<file path="src/sv/pcx_pkg.sv">
// Shared types and constants for the PCX run-length image decoder.
// No dependencies; imported by pcx_ctrl, pcx_dp and the top level.
package pcx_pkg;

    localparam int HEADER_BYTES_DEF = 128;
    localparam int OFS_W            = 8;
    localparam int PIX_W            = 8;
    localparam int DIM_W            = 17;
    localparam int CNT_W            = 33;
    localparam int RUN_W            = 6;
    localparam int M_TDATA_W        = 48;

    localparam logic [OFS_W-1:0] OFS_WIDTH_LO  = 8'd8;
    localparam logic [OFS_W-1:0] OFS_WIDTH_HI  = 8'd9;
    localparam logic [OFS_W-1:0] OFS_HEIGHT_LO = 8'd10;
    localparam logic [OFS_W-1:0] OFS_HEIGHT_HI = 8'd11;
    localparam logic [PIX_W-1:0] RUN_MIN       = 8'd192;

    typedef enum logic [2:0] {
        ST_HEADER,
        ST_MUL,
        ST_DATA,
        ST_RUNVAL,
        ST_RUN,
        ST_DONE
    } state_t;

    typedef struct packed {
        logic clear;
        logic hdr_byte;
        logic mul_load;
        logic run_load;
        logic val_load;
        logic emit_byte;
        logic emit_run;
    } cmd_t;

    typedef struct packed {
        logic hdr_done;
        logic dims_zero;
        logic run_code;
        logic px_one;
        logic px_zero;
        logic run_end;
        logic out_free;
    } sts_t;

endpackage

</file>
<file path="src/sv/pcx_ctrl.sv">
// Controller state machine of the PCX decoder: header, multiply, data, run value, run, done.
// Depends on pcx_pkg; drives the pcx_dp datapath through cmd_t.
module pcx_ctrl (
    input  logic          aclk,
    input  logic          aresetn,
    input  logic          s_tvalid,
    input  logic          s_tlast,
    output logic          s_tready,
    input  pcx_pkg::sts_t sts,
    output pcx_pkg::cmd_t cmd
);
    import pcx_pkg::*;

    state_t state_reg, state_next;
    logic   last_pend_reg, last_pend_next;
    logic   acc;

    assign acc = s_tvalid & s_tready;

    always_ff @(posedge aclk) begin
        if (!aresetn) begin
            state_reg     <= ST_HEADER;
            last_pend_reg <= 1'b0;
        end else begin
            state_reg     <= state_next;
            last_pend_reg <= last_pend_next;
        end
    end

    always_comb begin
        state_next     = state_reg;
        last_pend_next = last_pend_reg;
        case (state_reg)
            ST_HEADER: begin
                if (acc) begin
                    if (s_tlast) begin
                        state_next = ST_HEADER;
                    end else if (sts.hdr_done) begin
                        state_next = ST_MUL;
                    end
                end
            end
            ST_MUL: begin
                state_next = sts.dims_zero ? ST_DONE : ST_DATA;
            end
            ST_DATA: begin
                if (acc) begin
                    if (s_tlast) begin
                        state_next = ST_HEADER;
                    end else if (sts.run_code) begin
                        state_next = ST_RUNVAL;
                    end else if (sts.px_one) begin
                        state_next = ST_DONE;
                    end
                end
            end
            ST_RUNVAL: begin
                if (acc) begin
                    state_next     = ST_RUN;
                    last_pend_next = s_tlast;
                end
            end
            ST_RUN: begin
                if (sts.run_end) begin
                    last_pend_next = 1'b0;
                    if (last_pend_reg) begin
                        state_next = ST_HEADER;
                    end else begin
                        state_next = sts.px_zero ? ST_DONE : ST_DATA;
                    end
                end
            end
            ST_DONE: begin
                if (acc && s_tlast) begin
                    state_next = ST_HEADER;
                end
            end
            default: begin
                state_next     = ST_HEADER;
                last_pend_next = 1'b0;
            end
        endcase
    end

    always_comb begin
        s_tready = 1'b0;
        cmd      = '0;
        case (state_reg)
            ST_HEADER: begin
                s_tready     = 1'b1;
                cmd.hdr_byte = acc;
                cmd.clear    = acc & s_tlast;
            end
            ST_MUL: begin
                cmd.mul_load = 1'b1;
            end
            ST_DATA: begin
                s_tready      = sts.out_free;
                cmd.run_load  = acc & sts.run_code;
                cmd.emit_byte = acc & ~sts.run_code;
                cmd.clear     = acc & s_tlast;
            end
            ST_RUNVAL: begin
                s_tready     = 1'b1;
                cmd.val_load = acc;
            end
            ST_RUN: begin
                cmd.emit_run = ~sts.run_end & sts.out_free;
                cmd.clear    = sts.run_end & last_pend_reg;
            end
            ST_DONE: begin
                s_tready  = 1'b1;
                cmd.clear = acc & s_tlast;
            end
            default: begin
                s_tready = 1'b0;
            end
        endcase
    end

endmodule

</file>
<file path="src/sv/pcx_dp.sv">
// Datapath of the PCX decoder: header counters, dimensions, pixel and run
// counters, and the output register. Depends on pcx_pkg; driven by pcx_ctrl.
module pcx_dp #(
    parameter int HEADER_BYTES = pcx_pkg::HEADER_BYTES_DEF
) (
    input  logic                                aclk,
    input  logic                                aresetn,
    input  logic [pcx_pkg::PIX_W-1:0]           data_byte,
    input  pcx_pkg::cmd_t                       cmd,
    output pcx_pkg::sts_t                       sts,
    input  logic                                m_tready,
    output logic                                m_tvalid,
    output logic [pcx_pkg::PIX_W-1:0]           pixel,
    output logic [pcx_pkg::DIM_W-1:0]           image_width,
    output logic [pcx_pkg::DIM_W-1:0]           image_height,
    output logic                                last_pixel
);
    import pcx_pkg::*;

    localparam logic [OFS_W-1:0] HDR_LAST = OFS_W'(HEADER_BYTES - 1);

    logic [OFS_W-1:0] byte_offset_reg, byte_offset_next;
    logic [DIM_W-1:0] width_reg, width_next;
    logic [DIM_W-1:0] height_reg, height_next;
    logic [CNT_W-1:0] pixels_left_reg, pixels_left_next;
    logic [RUN_W-1:0] run_length_reg, run_length_next;
    logic [PIX_W-1:0] value_reg, value_next;
    logic             out_valid_reg, out_valid_next;
    logic [PIX_W-1:0] out_pixel_reg, out_pixel_next;
    logic [DIM_W-1:0] out_width_reg, out_width_next;
    logic [DIM_W-1:0] out_height_reg, out_height_next;
    logic             out_last_reg, out_last_next;
    logic [CNT_W-1:0] product;
    logic             emit;

    assign product = CNT_W'(width_reg) * CNT_W'(height_reg);
    assign emit    = cmd.emit_byte | cmd.emit_run;

    assign sts.hdr_done  = (byte_offset_reg == HDR_LAST);
    assign sts.dims_zero = (width_reg == '0) || (height_reg == '0);
    assign sts.run_code  = (data_byte >= RUN_MIN);
    assign sts.px_one    = (pixels_left_reg == CNT_W'(1));
    assign sts.px_zero   = (pixels_left_reg == '0);
    assign sts.run_end   = (run_length_reg == '0) || (pixels_left_reg == '0);
    assign sts.out_free  = ~out_valid_reg | m_tready;

    always_comb begin
        byte_offset_next = byte_offset_reg;
        width_next       = width_reg;
        height_next      = height_reg;
        pixels_left_next = pixels_left_reg;
        run_length_next  = run_length_reg;
        value_next       = value_reg;

        if (cmd.hdr_byte) begin
            byte_offset_next = sts.hdr_done ? '0 : byte_offset_reg + OFS_W'(1);
            case (byte_offset_reg)
                OFS_WIDTH_LO:  width_next  = DIM_W'(data_byte);
                OFS_WIDTH_HI:  width_next  = DIM_W'({data_byte, width_reg[PIX_W-1:0]})
                                             + DIM_W'(1);
                OFS_HEIGHT_LO: height_next = DIM_W'(data_byte);
                OFS_HEIGHT_HI: height_next = DIM_W'({data_byte, height_reg[PIX_W-1:0]})
                                             + DIM_W'(1);
                default: ;
            endcase
        end
        if (cmd.mul_load) begin
            pixels_left_next = product;
        end
        if (cmd.run_load) begin
            run_length_next = data_byte[RUN_W-1:0];
        end
        if (cmd.val_load) begin
            value_next = data_byte;
        end
        if (emit) begin
            pixels_left_next = pixels_left_reg - CNT_W'(1);
        end
        if (cmd.emit_run) begin
            run_length_next = run_length_reg - RUN_W'(1);
        end
        if (cmd.clear) begin
            byte_offset_next = '0;
            width_next       = '0;
            height_next      = '0;
            pixels_left_next = '0;
            run_length_next  = '0;
        end
    end

    always_comb begin
        out_valid_next  = out_valid_reg & ~m_tready;
        out_pixel_next  = out_pixel_reg;
        out_width_next  = out_width_reg;
        out_height_next = out_height_reg;
        out_last_next   = out_last_reg;
        if (emit) begin
            out_valid_next  = 1'b1;
            out_pixel_next  = cmd.emit_run ? value_reg : data_byte;
            out_width_next  = width_reg;
            out_height_next = height_reg;
            out_last_next   = sts.px_one;
        end
    end

    always_ff @(posedge aclk) begin
        if (!aresetn) begin
            byte_offset_reg <= '0;
            width_reg       <= '0;
            height_reg      <= '0;
            pixels_left_reg <= '0;
            run_length_reg  <= '0;
            out_valid_reg   <= 1'b0;
        end else begin
            byte_offset_reg <= byte_offset_next;
            width_reg       <= width_next;
            height_reg      <= height_next;
            pixels_left_reg <= pixels_left_next;
            run_length_reg  <= run_length_next;
            out_valid_reg   <= out_valid_next;
        end
    end

    always_ff @(posedge aclk) begin
        value_reg      <= value_next;
        out_pixel_reg  <= out_pixel_next;
        out_width_reg  <= out_width_next;
        out_height_reg <= out_height_next;
        out_last_reg   <= out_last_next;
    end

    assign m_tvalid     = out_valid_reg;
    assign pixel        = out_pixel_reg;
    assign image_width  = out_width_reg;
    assign image_height = out_height_reg;
    assign last_pixel   = out_last_reg;

endmodule

</file>
<file path="src/sv/pcx_rle_image_decoder_core.sv">
// Top level of the PCX run-length image decoder: stream ports, controller
// and datapath. Depends on pcx_pkg, pcx_ctrl and pcx_dp.
//
//   channel | dir | tdata (low bit up)                        | tlast
//   s_      | in  | data_byte[7:0]                            | file_last
//   m_      | out | pixel, image_width, image_height, 6'b0    | last_pixel
//
// Header bytes, literal pixels and run openers are each taken in a single handshake.
// After the last header byte a multiply state loads width * height into the pixel counter.
// A run value byte is taken next; s_tready then stays low while the run's pixels
// leave one per cycle when m_ is free (up to 63) and while the run is closed.
// A stalled m_ side holds s_tready low in the data phase and halts run output.
// aresetn is synchronous, active low, and returns the parser to the header.
module pcx_rle_image_decoder_core #(
    parameter int HEADER_BYTES = pcx_pkg::HEADER_BYTES_DEF
) (
    input  logic                              aclk,
    input  logic                              aresetn,
    input  logic                              s_tvalid,
    output logic                              s_tready,
    input  logic [7:0]                        s_tdata,  // data_byte[7:0]
    input  logic                              s_tlast,
    output logic                              m_tvalid,
    input  logic                              m_tready,
    // pixel[7:0], image_width[24:8], image_height[41:25], zero[47:42]
    output logic [pcx_pkg::M_TDATA_W-1:0]     m_tdata,
    output logic                              m_tlast
);
    import pcx_pkg::*;

    cmd_t             cmd;
    sts_t             sts;
    logic [PIX_W-1:0] pixel;
    logic [DIM_W-1:0] image_width;
    logic [DIM_W-1:0] image_height;

    pcx_ctrl u_ctrl (
        .aclk     (aclk),
        .aresetn  (aresetn),
        .s_tvalid (s_tvalid),
        .s_tlast  (s_tlast),
        .s_tready (s_tready),
        .sts      (sts),
        .cmd      (cmd)
    );

    pcx_dp #(
        .HEADER_BYTES (HEADER_BYTES)
    ) u_dp (
        .aclk         (aclk),
        .aresetn      (aresetn),
        .data_byte    (s_tdata),
        .cmd          (cmd),
        .sts          (sts),
        .m_tready     (m_tready),
        .m_tvalid     (m_tvalid),
        .pixel        (pixel),
        .image_width  (image_width),
        .image_height (image_height),
        .last_pixel   (m_tlast)
    );

    assign m_tdata = {(M_TDATA_W - PIX_W - 2*DIM_W)'(0), image_height, image_width, pixel};

`ifndef SYNTHESIS
    a_emit_room: assert property (@(posedge aclk) disable iff (!aresetn)
        (cmd.emit_byte || cmd.emit_run) |-> sts.out_free)
        else $error("pixel emitted while output register is occupied");

    a_run_bound: assert property (@(posedge aclk) disable iff (!aresetn)
        cmd.emit_run |-> !sts.run_end)
        else $error("run pixel emitted past run or image end");

    a_one_emit: assert property (@(posedge aclk) disable iff (!aresetn)
        !(cmd.emit_byte && cmd.emit_run))
        else $error("literal and run pixel emitted together");

    a_last_done: assert property (@(posedge aclk) disable iff (!aresetn)
        (cmd.emit_byte || cmd.emit_run) && sts.px_one |=> sts.px_zero || $past(cmd.clear))
        else $error("pixel counter not exhausted after last pixel");
`endif

endmodule
</file>
<file path="config.mk">
export PLATFORM = sky130hd
export DESIGN_NAME = pcx_rle_image_decoder_core
export DESIGN_NICKNAME = d
export VERILOG_FILES = /design/src/sv/pcx_pkg.sv /design/src/sv/pcx_ctrl.sv /design/src/sv/pcx_dp.sv /design/src/sv/pcx_rle_image_decoder_core.sv
export SDC_FILE = /design/constraint.sdc
export NUM_CORES = 1
export LEC_CHECK = 0
export CORE_ASPECT_RATIO = 2
export CORE_UTILIZATION = 45
export DETAILED_ROUTE_END_ITERATION = 10
export DONT_BUFFER_PORTS = 1
export GPL_ROUTABILITY_DRIVEN = 1
export HOLD_SLACK_MARGIN = 0.1
export PLACE_DENSITY_LB_ADDON = 0.3
export SLEW_MARGIN = 10
export SYNTH_ARGS = -nofsm -noshare
export SYNTH_HDL_FRONTEND = slang
export SYNTH_SLANG_ARGS = --single-unit
</file>
<file path="constraint.sdc">
create_clock -name aclk -period 14.47 [get_ports aclk]
set_input_delay 1.447 -clock aclk [delete_from_list [all_inputs] [get_ports aclk]]
set_output_delay 1.447 -clock aclk [all_outputs]
set_load 0.01 [all_outputs]
</file>
==> metrics <==
Largest register FFs 33; CTS Sinks 137; Fmax 0.138 GHz; CP required 14.85 ns; largest net degree at the start of global routing 74; Final Cycle Share 0.500; Routed Antenna Nets 0; Data arrival, critical path 7.62 ns; Rows 97; Final Hold Vio Count 0; Buffers on Ports 0; Final Core Density 0.485; Vias 13,100; pwr dens 78.1 nW/um^2; Peak VDD IR 105 uV; layout cells sized above 1 0.0495; Warnings, synthesis 0; CTS Hold Bufs 0; Syn Inst Count 1,854; Rel. slew slack 0.197; Post-route DRC 0; CTS H-tree lvls 4; CP max stage cell dfxtp_1; post-synthesis async set-or-reset flop share 0; RSZ-0062 raised after global routing no; root buffer cell clkbuf_16; Slew Limit Fails 0; max_cap viols 0; slowest stage delay, CP 1.12 ns; Worst Setup End Kind flop; status complete, no violations; CTS buffer count 17; TritonRoute pass-1 iters 5; Placer Congestion 0.927; Total Wirelength 47.8 mm; core area 35,200 sq um; TritonCTS clock tree built; Yosys reg bits 137; Final TNS setup 0 ns; delay-heaviest family, CP adder cells; most used cell, CP fa_1; height of the die 270 um; initial antenna violation count 0; later-pin clock latency in the skew report 0.45 ns; crit path max fanout 23; Main synth FF type dfxtp_1; wire per inst 21.3 um; Vias/cell 5.84; Hold WC Path Type reg2reg; Leakage 7.79 nW; Clock Skews 0.0126 ns; Buf/Inv on CP 4; Slew @ Worst Pin 1.20 ns; setup ws final 7.23 ns; CP Launch Type flop; Starting Density 0.460; Total GRT Usage 0.272; die area 36,800 sq um; DRT iter0 DRCs 739; Area growth, synth to finish 5.60%; post-CTS setup buffer count 0; Final Critical Period 7.24 ns; post-synthesis sequential area ratio 0.201; Mapped Area 16,200 sq um; dpl ws 7.52 ns; final setup fails 0; vias in the first global route 13,800; maximum clock path buffer count 2; critical path, cell by cell and2_1, fa_1, inv_1, fa_1, fa_1, inv_1, fa_1, fa_1, inv_1, fa_1, inv_1, ha_1, nand4_1, a21oi_1, o211ai_1, a311oi_1, o221ai_1, o41ai_1, a41o_1; GR Overflow Total 0; n_diodes 0; Post-synth EDFFs 51; Mean Syn Cell Area 8.73 sq um; Worst-path clk slew 0.06 ns; post-CTS sizing 0; post-synth cell types 73; I/O pin cnt 64; Post-DP HPWL 36.6 mm; Die Span X 136 um; first-pass GRT wire length 74.7 mm; nets 2,137; critical path class reg2reg
metrics by stage:
| step | cells | total power [mW] | hold WS (ns) | cell area (sq um) |
|---|---|---|---|---|
| floorplan | 1859 | 0.770 | 0.406 | 16200 |
| finish | 2243 | 1.33 | 0.496 | 17100 |
| global placement | 2211 | 0.873 | 0.476 | 16500 |
| CTS | 2243 | 1.34 | 0.496 | 17100 |
| detailed placement | 2211 | 0.881 | 0.486 | 16500 |
| global route | 2243 | 1.40 | 0.507 | 17100 |
worst min-delay path, delay by kind of cell (launching register included):
family         cells  cell delay (ns)
AO/OA/AOI/OAI      2             0.13
flip-flops         1             0.32
kinds of logic (layout without fill, tap and decap cells):
kind of cell	count (synthesis)	count (layout)	share of synthesized area
other	1	6	0.000232
AO/OA/AOI/OAI	261	261	0.106
flip-flops	137	137	0.201
buffers and inverters	416	355	0.0987
adder cells (fa/ha/maj)	339	339	0.366
AND/OR/NAND/NOR	635	635	0.191
XOR/XNOR	50	50	0.0271
multiplexers	15	15	0.0101
area by class of cell:
| class | instances | area, sq um |
|---|---|---|
| fillers | 3384 | 18100 |
| multi-input cells | 1306 | 11400 |
| flip-flops and latches | 137 | 3250 |
| inverters | 296 | 1110 |
| well taps | 445 | 557 |
| clock buffers | 18 | 429 |
| repair buffers | 27 | 203 |
| clock inverters | 14 | 161 |
layer usage:
metal | vias up | track usage | wire, um
met2 | 483 | 0.507 | 26400
met4 | 0 | 0.224 | 4210
li1 | 5852 | - | -
met3 | 204 | 0.0285 | 1860
met1 | 6565 | 0.260 | 15300
met5 | - | 0 | 0
power by group:
part	switching [mW]	total (mW)	leakage, nW	internal [mW]
Combinational	0.263	0.397	6.34	0.133
Sequential	0.0475	0.487	1.18	0.439
Clock	0.193	0.451	0.280	0.258
cells in the mapped netlist, types with 35 or more instances:
library cell | n | area share
ha_1 | 116 | 0.090
fa_1 | 223 | 0.28
and2_1 | 122 | 0.047
edfxtp_1 | 51 | 0.095
dfxtp_1 | 86 | 0.11
a21oi_1 | 84 | 0.026
nand3_1 | 35 | 0.011
o21ai_0 | 38 | 0.012
inv_1 | 295 | 0.068
nor2_1 | 111 | 0.026
nand2_1 | 240 | 0.056
clkbuf_1 | 95 | 0.022
placed cells by master, fill, tap and decap left out, drive strengths merged, types with 6 or more instances in the layout:
cell type,n
inv,303
nand2,240
fa,223
and2,122
ha,116
nor2,111
dfxtp,86
a21oi,84
edfxtp,51
o21ai,39
nand3,35
xnor2,27
buf,27
nor3,26
xor2,23
a22oi,21
nor4,21
clkbuf,18
and3,14
nand4,12
a21o,12
a31oi,12
or3,11
mux2,10
a211oi,10
o41ai,8
o211ai,7
o311ai,7
or4,7
nor3b,6
conb,6
worst paths after layout:
check	start	to	slack, ns	depth (start not counted)
worst max-delay path	u_dp.width_reg[5]	u_dp.pixels_left_reg[28]	7.23	19
worst min-delay path	u_dp.pixels_left_reg[16]	u_dp.pixels_left_reg[16]	0.50	2
worst max register to register	u_dp.width_reg[5]	u_dp.pixels_left_reg[28]	7.23	19
worst min register to register	u_dp.pixels_left_reg[16]	u_dp.pixels_left_reg[16]	0.50	2
Note: power is estimated with default switching activity, not from simulation.
